[config.mk]
export PLATFORM = sky130hd
export DESIGN_NAME = gregorian_date_add_and_diff
export DESIGN_NICKNAME = d
export VERILOG_FILES = /design/src/rtl/core/gda_pkg.sv /design/src/rtl/core/gda_datapath.sv /design/src/rtl/core/gda_ctrl.sv /design/src/rtl/core/gregorian_date_add_and_diff.sv
export SDC_FILE = /design/constraint.sdc
export NUM_CORES = 1
export LEC_CHECK = 0
export BUFFER_PORTS_ARGS = -buffer_cell sky130_fd_sc_hd__buf_2
export CAP_MARGIN = 20
export CORE_MARGIN = 2
export CORE_UTILIZATION = 30
export DETAILED_ROUTE_END_ITERATION = 7
export GPL_TIMING_DRIVEN = 0
export PLACE_DENSITY = 0.46
export RECOVER_POWER = 100
export SETUP_SLACK_MARGIN = 0.5
export SLEW_MARGIN = 20
export SYNTH_ARGS = -nofsm -noshare
export SYNTH_HDL_FRONTEND = slang
export SYNTH_SLANG_ARGS = --single-unit
[constraint.sdc]
create_clock -name clock -period 7.4 [get_ports clock]
set_input_delay 1.48 -clock clock [delete_from_list [all_inputs] [get_ports clock]]
set_output_delay 1.48 -clock clock [all_outputs]
set_load 0.02 [all_outputs]
[src/rtl/core/gda_pkg.sv]
// gda_pkg: shared constants, field widths, command/status structs and the
// month length function for the gregorian date add/diff block
// no dependencies
`default_nettype none

package gda_pkg;

   // field widths
   localparam int YEAR_W  = 14;
   localparam int MONTH_W = 4;
   localparam int DAY_W   = 5;
   localparam int DAYS_W  = 22;
   localparam int STAT_W  = 2;
   localparam int CENT_W  = 8;   // century of a 14-bit year, up to 163
   localparam int YY_W    = 7;   // year within century, 0..99

   localparam int REQ_DATA_W = 72;
   localparam int RSP_DATA_W = 48;

   localparam int COUNT_BITS_DEF = 22;

   // year / 100 as multiply by reciprocal, exact for any 14-bit year
   localparam int RECIP_W    = 13;
   localparam int RECIP_SH   = 19;
   localparam int PROD_W     = YEAR_W + RECIP_W;
   localparam logic [RECIP_W-1:0] RECIP_100 = 13'd5243;

   localparam logic [6:0] YEARS_PER_CENT = 7'd100;
   localparam logic [CENT_W-1:0] LAST_CENT = 8'd99;
   localparam logic [YY_W-1:0]   LAST_YY   = 7'd99;
   localparam logic [MONTH_W-1:0] JAN = 4'd1;
   localparam logic [MONTH_W-1:0] FEB = 4'd2;
   localparam logic [MONTH_W-1:0] DEC = 4'd12;
   localparam logic [DAY_W-1:0]   FIRST_DAY = 5'd1;
   localparam logic [DAY_W-1:0]   LAST_DEC_DAY = 5'd31;

   // status codes
   localparam logic [STAT_W-1:0] STAT_OK       = 2'd0;
   localparam logic [STAT_W-1:0] STAT_BAD_DATE = 2'd1;
   localparam logic [STAT_W-1:0] STAT_OVERFLOW = 2'd2;

   // action codes
   localparam logic ACT_ADD  = 1'b0;
   localparam logic ACT_DIFF = 1'b1;

   typedef struct packed {
      logic load;    // take request fields
      logic cent;    // register century of both years
      logic split;   // register year within century, set up both dates
      logic check;   // validate, order dates
      logic step;    // advance working date one day
      logic close;   // stepping finished, settle status
      logic emit;    // move result to output register
   } gda_cmd_type;

   typedef struct packed {
      logic bad;       // an input date is invalid
      logic done;      // stepping finished
      logic out_free;  // output register can take a result
   } gda_stat_type;

   function automatic logic [DAY_W-1:0] days_in_month(
      input logic [CENT_W-1:0]  cent,
      input logic [YY_W-1:0]    yy,
      input logic [MONTH_W-1:0] month
   );
      logic leap;
      logic [DAY_W-1:0] n;
      begin
         // leap when yy%4==0 and (yy!=0 or century%4==0)
         leap = (yy[1:0] == 2'd0) && ((yy != '0) || (cent[1:0] == 2'd0));
         unique case (month)
            4'd1, 4'd3, 4'd5, 4'd7, 4'd8, 4'd10, 4'd12: n = 5'd31;
            4'd4, 4'd6, 4'd9, 4'd11:                    n = 5'd30;
            FEB:                                        n = leap ? 5'd29 : 5'd28;
            default:                                    n = 5'd31;
         endcase
         return n;
      end
   endfunction

endpackage

`default_nettype wire

[src/rtl/core/gda_datapath.sv]
// gda_datapath: request registers, year split, date check, day stepper,
// counters and output register
// depends on gda_pkg, driven by gda_ctrl commands
`default_nettype none

module gda_datapath
   import gda_pkg::*;
#(
   parameter int COUNT_BITS = COUNT_BITS_DEF
) (
   input  wire logic                  clock,
   input  wire logic                  reset,
   input  wire logic [REQ_DATA_W-1:0] req_tdata,
   input  wire logic                  req_tuser,
   output logic      [RSP_DATA_W-1:0] rsp_tdata,
   output logic      [STAT_W-1:0]     rsp_tuser,
   output logic                       rsp_tvalid,
   input  wire logic                  rsp_tready,
   input  wire gda_cmd_type           cmd,
   output gda_stat_type               stat
);

   localparam int EXT_W = (COUNT_BITS > DAYS_W) ? COUNT_BITS : DAYS_W;
   localparam int KEY_W = CENT_W + YY_W + MONTH_W + DAY_W;

   // raw request fields
   logic                  mode_ff, mode_in;
   logic [YEAR_W-1:0]     ya_ff, ya_in, yb_ff, yb_in;
   logic [MONTH_W-1:0]    ma_ff, ma_in, mb_ff, mb_in;
   logic [DAY_W-1:0]      da_ff, da_in, db_ff, db_in;
   logic [COUNT_BITS-1:0] rem_ff, rem_in;
   // split years
   logic [CENT_W-1:0]     ca_ff, ca_in, cb_ff, cb_in;
   logic [YY_W-1:0]       yya_ff, yya_in, yyb_ff, yyb_in;
   // working and target date
   logic [CENT_W-1:0]     wc_ff, wc_in, tc_ff, tc_in;
   logic [YY_W-1:0]       wy_ff, wy_in, ty_ff, ty_in;
   logic [MONTH_W-1:0]    wm_ff, wm_in, tm_ff, tm_in;
   logic [DAY_W-1:0]      wd_ff, wd_in, td_ff, td_in;
   logic [COUNT_BITS-1:0] cnt_ff, cnt_in;
   logic [STAT_W-1:0]     res_ff, res_in;
   // output register
   logic [RSP_DATA_W-1:0] out_data_ff, out_data_in;
   logic [STAT_W-1:0]     out_stat_ff, out_stat_in;
   logic                  valid_ff, valid_in;

   logic [EXT_W-1:0]  add_ext, cnt_ext;
   logic [PROD_W-1:0] prod_a, prod_b;
   logic [14:0]       hund_a, hund_b, year_w;
   logic              valid_a, valid_b, a_first, bad;
   logic [KEY_W-1:0]  key_a, key_b, key_w, key_t;
   logic [DAY_W-1:0]  dim_w;
   logic              at_max, rem_zero, done;
   logic [YEAR_W-1:0] yo;
   logic [MONTH_W-1:0] mo;
   logic [DAY_W-1:0]  dout;
   logic [DAYS_W-1:0] diff;

   always_comb begin
      add_ext = EXT_W'(req_tdata[67:46]);
      cnt_ext = EXT_W'(cnt_ff);
      prod_a  = PROD_W'(ya_ff) * PROD_W'(RECIP_100);
      prod_b  = PROD_W'(yb_ff) * PROD_W'(RECIP_100);
      hund_a  = 15'(ca_ff) * 15'(YEARS_PER_CENT);
      hund_b  = 15'(cb_ff) * 15'(YEARS_PER_CENT);
      valid_a = (ca_ff <= LAST_CENT) && (ma_ff >= JAN) && (ma_ff <= DEC) &&
                (da_ff >= FIRST_DAY) && (da_ff <= days_in_month(ca_ff, yya_ff, ma_ff));
      valid_b = (cb_ff <= LAST_CENT) && (mb_ff >= JAN) && (mb_ff <= DEC) &&
                (db_ff >= FIRST_DAY) && (db_ff <= days_in_month(cb_ff, yyb_ff, mb_ff));
      bad     = !valid_a || ((mode_ff == ACT_DIFF) && !valid_b);
      key_a   = {ca_ff, yya_ff, ma_ff, da_ff};
      key_b   = {cb_ff, yyb_ff, mb_ff, db_ff};
      a_first = key_a <= key_b;
      key_w   = {wc_ff, wy_ff, wm_ff, wd_ff};
      key_t   = {tc_ff, ty_ff, tm_ff, td_ff};
      dim_w   = days_in_month(wc_ff, wy_ff, wm_ff);
      at_max  = (wc_ff == LAST_CENT) && (wy_ff == LAST_YY) && (wm_ff == DEC) &&
                (wd_ff == LAST_DEC_DAY);
      rem_zero = (rem_ff == '0);
      done    = (mode_ff == ACT_DIFF) ? (key_w == key_t) : (rem_zero || at_max);
      year_w  = 15'(wc_ff) * 15'(YEARS_PER_CENT) + 15'(wy_ff);
   end

   assign stat.bad      = bad;
   assign stat.done     = done;
   assign stat.out_free = !valid_ff || rsp_tready;

   // result fields by mode and status
   always_comb begin
      yo   = '0;
      mo   = '0;
      dout = '0;
      diff = '0;
      if (mode_ff == ACT_ADD) begin
         if (res_ff == STAT_OK) begin
            yo   = year_w[YEAR_W-1:0];
            mo   = wm_ff;
            dout = wd_ff;
         end else begin
            yo   = ya_ff;
            mo   = ma_ff;
            dout = da_ff;
         end
      end else if (res_ff == STAT_OK) begin
         diff = cnt_ext[DAYS_W-1:0];
      end
   end

   always_comb begin
      mode_in = mode_ff;
      ya_in = ya_ff; ma_in = ma_ff; da_in = da_ff;
      yb_in = yb_ff; mb_in = mb_ff; db_in = db_ff;
      rem_in = rem_ff;
      ca_in = ca_ff; cb_in = cb_ff;
      yya_in = yya_ff; yyb_in = yyb_ff;
      wc_in = wc_ff; wy_in = wy_ff; wm_in = wm_ff; wd_in = wd_ff;
      tc_in = tc_ff; ty_in = ty_ff; tm_in = tm_ff; td_in = td_ff;
      cnt_in = cnt_ff;
      res_in = res_ff;
      out_data_in = out_data_ff;
      out_stat_in = out_stat_ff;
      valid_in = valid_ff && !rsp_tready;

      if (cmd.load) begin
         mode_in = req_tuser;
         ya_in = req_tdata[13:0];  ma_in = req_tdata[17:14]; da_in = req_tdata[22:18];
         yb_in = req_tdata[36:23]; mb_in = req_tdata[40:37]; db_in = req_tdata[45:41];
         rem_in = add_ext[COUNT_BITS-1:0];
      end
      if (cmd.cent) begin
         ca_in = prod_a[PROD_W-1:RECIP_SH];
         cb_in = prod_b[PROD_W-1:RECIP_SH];
      end
      if (cmd.split) begin
         yya_in = YY_W'(15'(ya_ff) - hund_a);
         yyb_in = YY_W'(15'(yb_ff) - hund_b);
      end
      if (cmd.check) begin
         cnt_in = '0;
         res_in = bad ? STAT_BAD_DATE : STAT_OK;
         if ((mode_ff == ACT_ADD) || a_first) begin
            wc_in = ca_ff; wy_in = yya_ff; wm_in = ma_ff; wd_in = da_ff;
            tc_in = cb_ff; ty_in = yyb_ff; tm_in = mb_ff; td_in = db_ff;
         end else begin
            wc_in = cb_ff; wy_in = yyb_ff; wm_in = mb_ff; wd_in = db_ff;
            tc_in = ca_ff; ty_in = yya_ff; tm_in = ma_ff; td_in = da_ff;
         end
      end
      if (cmd.step) begin
         // one calendar day forward
         if (wd_ff == dim_w) begin
            wd_in = FIRST_DAY;
            if (wm_ff == DEC) begin
               wm_in = JAN;
               if (wy_ff == LAST_YY) begin
                  wy_in = '0;
                  wc_in = wc_ff + 1'b1;
               end else begin
                  wy_in = wy_ff + 1'b1;
               end
            end else begin
               wm_in = wm_ff + 1'b1;
            end
         end else begin
            wd_in = wd_ff + 1'b1;
         end
         rem_in = rem_zero ? rem_ff : rem_ff - 1'b1;
         cnt_in = (&cnt_ff) ? cnt_ff : cnt_ff + 1'b1;
      end
      if (cmd.close && (mode_ff == ACT_ADD) && !rem_zero) begin
         res_in = STAT_OVERFLOW;
      end
      if (cmd.emit) begin
         out_data_in = {3'b000, diff, dout, mo, yo};
         out_stat_in = res_ff;
         valid_in    = 1'b1;
      end
   end

   always_ff @(posedge clock) begin
      mode_ff <= mode_in;
      ya_ff <= ya_in; ma_ff <= ma_in; da_ff <= da_in;
      yb_ff <= yb_in; mb_ff <= mb_in; db_ff <= db_in;
      rem_ff <= rem_in;
      ca_ff <= ca_in; cb_ff <= cb_in;
      yya_ff <= yya_in; yyb_ff <= yyb_in;
      wc_ff <= wc_in; wy_ff <= wy_in; wm_ff <= wm_in; wd_ff <= wd_in;
      tc_ff <= tc_in; ty_ff <= ty_in; tm_ff <= tm_in; td_ff <= td_in;
      cnt_ff <= cnt_in;
      res_ff <= res_in;
      out_data_ff <= out_data_in;
      out_stat_ff <= out_stat_in;
   end

   always_ff @(posedge clock) begin
      if (reset) begin
         valid_ff <= 1'b0;
      end else begin
         valid_ff <= valid_in;
      end
   end

   assign rsp_tdata  = out_data_ff;
   assign rsp_tuser  = out_stat_ff;
   assign rsp_tvalid = valid_ff;

   // difference stepping never passes the later date
   a_diff_order: assert property (@(posedge clock) disable iff (reset)
      (cmd.step && (mode_ff == ACT_DIFF)) |-> (key_w < key_t))
      else $error("working date passed target date");

   // add stepping only with days left and below the last date
   a_add_range: assert property (@(posedge clock) disable iff (reset)
      (cmd.step && (mode_ff == ACT_ADD)) |-> (!rem_zero && !at_max))
      else $error("add stepping past count or last date");

   // a result handed over shows up valid next cycle
   a_emit_valid: assert property (@(posedge clock) disable iff (reset)
      cmd.emit |=> valid_ff)
      else $error("emitted result not valid");

   // bad date status never comes from the stepper
   a_close_status: assert property (@(posedge clock) disable iff (reset)
      cmd.close |=> (res_ff != STAT_BAD_DATE))
      else $error("bad date status after stepping");

endmodule

`default_nettype wire

[src/rtl/core/gda_ctrl.sv]
// gda_ctrl: state machine sequencing load, year split, check, day stepping
// and result hand-over
// depends on gda_pkg, drives gda_datapath
`default_nettype none

module gda_ctrl
   import gda_pkg::*;
(
   input  wire logic         clock,
   input  wire logic         reset,
   input  wire logic         req_tvalid,
   output logic              req_tready,
   input  wire gda_stat_type stat,
   output gda_cmd_type       cmd
);

   localparam logic [2:0] ST_IDLE   = 3'd0;
   localparam logic [2:0] ST_CENT   = 3'd1;
   localparam logic [2:0] ST_SPLIT  = 3'd2;
   localparam logic [2:0] ST_CHECK  = 3'd3;
   localparam logic [2:0] ST_RUN    = 3'd4;
   localparam logic [2:0] ST_FINISH = 3'd5;

   logic [2:0] state_ff, state_in;

   assign req_tready = (state_ff == ST_IDLE) && !reset;

   always_comb begin
      state_in = state_ff;
      cmd      = '0;
      unique case (state_ff)
         ST_IDLE: begin
            if (req_tvalid) begin
               cmd.load = 1'b1;
               state_in = ST_CENT;
            end
         end
         ST_CENT: begin
            cmd.cent = 1'b1;
            state_in = ST_SPLIT;
         end
         ST_SPLIT: begin
            cmd.split = 1'b1;
            state_in  = ST_CHECK;
         end
         ST_CHECK: begin
            cmd.check = 1'b1;
            state_in  = stat.bad ? ST_FINISH : ST_RUN;
         end
         ST_RUN: begin
            if (stat.done) begin
               cmd.close = 1'b1;
               state_in  = ST_FINISH;
            end else begin
               cmd.step = 1'b1;
            end
         end
         ST_FINISH: begin
            if (stat.out_free) begin
               cmd.emit = 1'b1;
               state_in = ST_IDLE;
            end
         end
         default: begin
            state_in = ST_IDLE;
         end
      endcase
   end

   always_ff @(posedge clock) begin
      if (reset) begin
         state_ff <= ST_IDLE;
      end else begin
         state_ff <= state_in;
      end
   end

   // at most one datapath command per cycle
   a_cmd_onehot: assert property (@(posedge clock) disable iff (reset)
      $onehot0(cmd))
      else $error("more than one datapath command");

   // a loaded item always goes through the year split next
   a_load_seq: assert property (@(posedge clock) disable iff (reset)
      cmd.load |=> cmd.cent ##1 cmd.split ##1 cmd.check)
      else $error("load not followed by split and check");

endmodule

`default_nettype wire

[src/rtl/core/gregorian_date_add_and_diff.sv]
// gregorian_date_add_and_diff: top level, gregorian date add and difference
// depends on gda_pkg, gda_ctrl, gda_datapath
//
//  channel  dir  handshake             payload
//  req      in   req_tvalid/tready     tdata: dates and day count, tuser: action
//  rsp      out  rsp_tvalid/tready     tdata: result date and day count, tuser: status
//
//  an item is taken while idle and passes the states cent, split, check, run and
//  finish; in run the single day-increment unit advances the working date one day
//  per cycle through the day count in add mode (or the days up to 9999-12-31 on
//  overflow) and the day difference in difference mode; an invalid date skips run;
//  finish waits for the output register to be free, then hands the result over and
//  returns to idle, where the next item can be taken
//  one item at a time; req_tready is high only while idle and out of reset
//  a finished result waits in the output register, the next item is taken meanwhile
//  reset is synchronous and clears control state only
`default_nettype none

module gregorian_date_add_and_diff
   import gda_pkg::*;
#(
   parameter int COUNT_BITS = COUNT_BITS_DEF
) (
   input  wire logic                  clock,
   input  wire logic                  reset,
   input  wire logic                  req_tvalid,
   output logic                       req_tready,
   // year_a[13:0] month_a[17:14] day_a[22:18] year_b[36:23] month_b[40:37]
   // day_b[45:41] days_to_add[67:46], zero fill above
   input  wire logic [REQ_DATA_W-1:0] req_tdata,
   // action[0]
   input  wire logic                  req_tuser,
   output logic                       rsp_tvalid,
   input  wire logic                  rsp_tready,
   // year_out[13:0] month_out[17:14] day_out[22:18] day_difference[44:23],
   // zero fill above
   output logic      [RSP_DATA_W-1:0] rsp_tdata,
   // status[1:0]
   output logic      [STAT_W-1:0]     rsp_tuser
);

   gda_cmd_type  cmd;
   gda_stat_type stat;

   // sequencer
   gda_ctrl u_ctrl (
      .clock      (clock),
      .reset      (reset),
      .req_tvalid (req_tvalid),
      .req_tready (req_tready),
      .stat       (stat),
      .cmd        (cmd)
   );

   // date registers, day stepper and output register
   gda_datapath #(
      .COUNT_BITS (COUNT_BITS)
   ) u_datapath (
      .clock      (clock),
      .reset      (reset),
      .req_tdata  (req_tdata),
      .req_tuser  (req_tuser),
      .rsp_tdata  (rsp_tdata),
      .rsp_tuser  (rsp_tuser),
      .rsp_tvalid (rsp_tvalid),
      .rsp_tready (rsp_tready),
      .cmd        (cmd),
      .stat       (stat)
   );

endmodule

`default_nettype wire

==> impl_metrics.csv <==
group,metric,value,unit
yosys,synth_compound_area_share,8.780,%
yosys,yosys-mux-area-fraction,1.887,%
global_routing,track_usage,15.45,%
sta,finalSetupViolCount,0,
global_routing,grt_max_degree,26,
worst_hold_path,hold_class,"register to register",
global_routing,grt_pass1_vias,13420,
final_layout,drive_gt1_share,8.611,%
detailed_routing,num_vias,12680,
sta,holdWs,0.4781,ns
clock_tree,cts_max_level,1,
worst_setup_path,crit_path_end_kind,"register",
clock_tree,cts_tree,"built",
sta,tns,0,ns
power,p_leak,9.200,nW
worst_setup_path,cp-start-kind,"register",
die,die-area,63900,um2
yosys,synth.distinct_cells,75,
power,ir_drop,0.2286,mV
sta,worst_slew_pin_slew,3.169,ns
sta,fin_skew,0.05050,ns
yosys,ys_ff_latch,222,
yosys,synth_cells,1704,
global_routing,grt_pass1_wl,76760,um
yosys,synth_edf_count,197,
worst_setup_path,path_class,"register to register",
placed_design,gp_congestion,0.8443,
yosys,synth_xor_xnor_area_share,5.216,%
job,drv_cap,3,
yosys,synth_fa_ha_area_share,32.90,%
placed_design,pre_cts_ws,1.756,ns
placed_design,io_buffer_count,121,
yosys,avgSynthCellArea,10.90,um2
outcome,violations,"max-capacitance violations, max-slew violations",
sta,max_slew_margin,-113.5,%
sta,setup_slack,1.842,ns
yosys,seq_area_frac_synth,34.56,%
final_layout,nNetsFinal,2356,
die,initial_core_util,30.20,%
detailed_routing,routed_wl,48290,um
detailed_routing,drc,0,
sta,post-route-period-util,75.11,%
clock_tree,clk_pin_slew,0.06,ns
outcome,status,"finished, violations left",
global_routing,grt_antenna_before_repair,0,
global_routing,gr-total-overflow,0,
yosys,netlist_area,18570,um2
yosys,synth_top_family_by_area,"adder cells",
sta,rsz0062_at_grt,"no",
clock_tree,ctsResizeCount,0,
clock_tree,clock_sinks,222,
die,die_y,252.8,um
final_layout,antenna_cells,0,
clock_tree,clockBufferDepth,3,
die,core_region_area,61480,um2
detailed_routing,ant_nets,0,
final_layout,syn_to_final_growth,13.28,%
yosys,ys.warnings.count,0,
clock_tree,cts_buffers,30,
detailed_routing,avgRoutedWirePerCell,18.00,um
placed_design,placedCellCount,2628,
sta,maxSlewViolCount,53,
clock_tree,post_cts_buffers,0,
die,ioPinCount,129,
detailed_routing,post_drt_via_cell_ratio,4.728,
yosys,async_reset_ff_share,0,%
worst_setup_path,critPathMaxFanout,8,
placed_design,dp_hpwl,38310,um
worst_setup_path,arrival,5.87,ns
power,powerDensity,447.8,nW/um2
clock_tree,cts_root_buffer,"clkbuf_16",
sta,hold_violations,0,
final_layout,finalNonFillerCells,2683,
die,row_count,91,
die,die_w,252.8,um
sta,fmax,179.9,MHz
detailed_routing,drtPass1Iterations,5,
clock_tree,cts-hold-fix-buffers,0,
yosys,ys.flop_type,"edfxtp_1",
detailed_routing,drt_iter0_drc,530,
clock_tree,clock_latency,0.60,ns
worst_setup_path,required,7.71,ns
yosys,synthSimpleGateAreaFrac,10.19,%
sta,layout_min_cycle_time,5.558,ns
[cells in the mapped netlist (all sizes together), types with 8 or more instances]
| master | n | area, um2 |
|---|---|---|
| nor4 | 11 | 83.83 |
| a21oi | 76 | 414.2 |
| edfxtp | 197 | 5916 |
| nor3 | 25 | 136.4 |
| nand4 | 18 | 112.6 |
| xor2 | 27 | 236.5 |
| a211oi | 22 | 165.2 |
| nor2 | 94 | 352.8 |
| o21ai | 54 | 270.3 |
| fa | 132 | 2643 |
| mux2 | 24 | 270.3 |
| mux2i | 8 | 80.08 |
| xnor2 | 81 | 709.4 |
| nor2b | 9 | 56.30 |
| a21o | 17 | 128.9 |
| ha | 277 | 3466 |
| or3 | 10 | 62.56 |
| dfxtp | 25 | 500.5 |
| and3 | 39 | 245.2 |
| nand3 | 41 | 205.2 |
| nand2 | 97 | 380.4 |
| inv | 256 | 960.9 |
| clkbuf | 27 | 101.4 |
| o211ai | 12 | 90.09 |
| buf | 20 | 136.4 |
| o21bai | 11 | 97.59 |
[report_power, final]
group | switching, W | leakage, nW | internal (W)
logic | 0.00338 | 6.70 | 0.00266
clock network | 0.000587 | 0.462 | 0.000830
registers | 0.000276 | 2.04 | 0.00168
[cells by family (layout without fill, tap and decap cells)]
family                     after synthesis  in the layout
adders and majority gates              409            409
and+or+nand+nor                        378            378
buffers and inverters                  303            490
AOI/OAI and AO/OA                      250            250
DFF                                    222            222
xor gates and xnor gates               109            109
muxes                                   32             32
other                                    1              3
[flip-flops by register name, summed over array words and instances, names as in the netlist, 8 cells and up]
signal / count
u_datapath.ca_ff: 8
u_datapath.cb_ff: 8
u_datapath.cnt_ext: 22
u_datapath.rem_ff: 22
u_datapath.rsp_tdata: 45
u_datapath.tc_ff: 8
u_datapath.wc_ff: 8
u_datapath.ya_ff: 14
u_datapath.yb_ff: 14
[layout make-up]
| type | instances | area [um2] |
|---|---|---|
| Clock buffer | 46 | 850.8 |
| Tap cell | 790 | 988.4 |
| Timing Repair Buffer | 132 | 580.6 |
| Clock inverter | 9 | 111.4 |
| Multi-Input combinational cell | 1181 | 10940 |
| Fill cell | 6316 | 40450 |
| Sequential cell | 222 | 6416 |
| Inverter | 256 | 960.9 |
| Buffer | 47 | 188.9 |
[layer usage]
| metal | wire (um) | vias up | global-route usage (%) |
|---|---|---|---|
| met4 | 918 | 0 | 3.466 |
| met2 | 24010 | 192 | 27.29 |
| li1 | - | 6255 | - |
| met1 | 21720 | 6185 | 20.01 |
| met5 | 0 | - | 0 |
| met3 | 1648 | 52 | 2.076 |
[worst paths after layout]
check	from	end	slack [ns]	cells after the start
hold / removal	u_datapath.res_ff[1]	u_datapath.rsp_tuser[1]	0.48	0
setup / recovery	u_datapath.ya_ff[11]	u_datapath.ca_ff[7]	1.84	18
setup reg to reg	u_datapath.ya_ff[11]	u_datapath.ca_ff[7]	1.84	18
hold reg to reg	u_datapath.res_ff[1]	u_datapath.rsp_tuser[1]	0.48	0
[critical path, stage by stage (launching register included)]
cell	delay [ns]
edfxtp_1	0.78
fa_1	0.54
ha_1	0.29
inv_1	0.05
fa_1	0.48
inv_1	0.06
fa_1	0.53
inv_1	0.05
fa_1	0.53
inv_1	0.04
ha_1	0.31
o21a_1	0.13
o211ai_1	0.08
a31o_2	0.23
a211oi_1	0.40
nor3_1	0.15
o31ai_1	0.37
a21oi_1	0.15
xnor2_1	0.14
[layout by cell type (no fill, tap or decap), types with 38 or more instances in the layout]
cell | netlist | layout
fa_1 | 132 | 132
ha_1 | 277 | 277
buf_2 | 9 | 69
nand2_1 | 96 | 96
o21ai_0 | 52 | 53
edfxtp_1 | 197 | 197
nand3_1 | 41 | 41
nor2_1 | 94 | 94
inv_1 | 256 | 256
clkbuf_1 | 27 | 119
and3_1 | 38 | 38
xnor2_1 | 81 | 81
a21oi_1 | 69 | 70
[through the flow]
| step | area (um2) | utilization [%] | power, W |
|---|---|---|---|
| floorplan | 18580 | - | 0.006548 |
| global placement | 20180 | 32.81 | 0.008014 |
| detailed placement | 20380 | 33.15 | 0.008087 |
| CTS | 21340 | 34.71 | 0.009609 |
| global route | 21030 | 34.21 | 0.01059 |
| finish | 21030 | 34.21 | 0.009420 |
No activity file was read; power rests on OpenSTA's default activity.
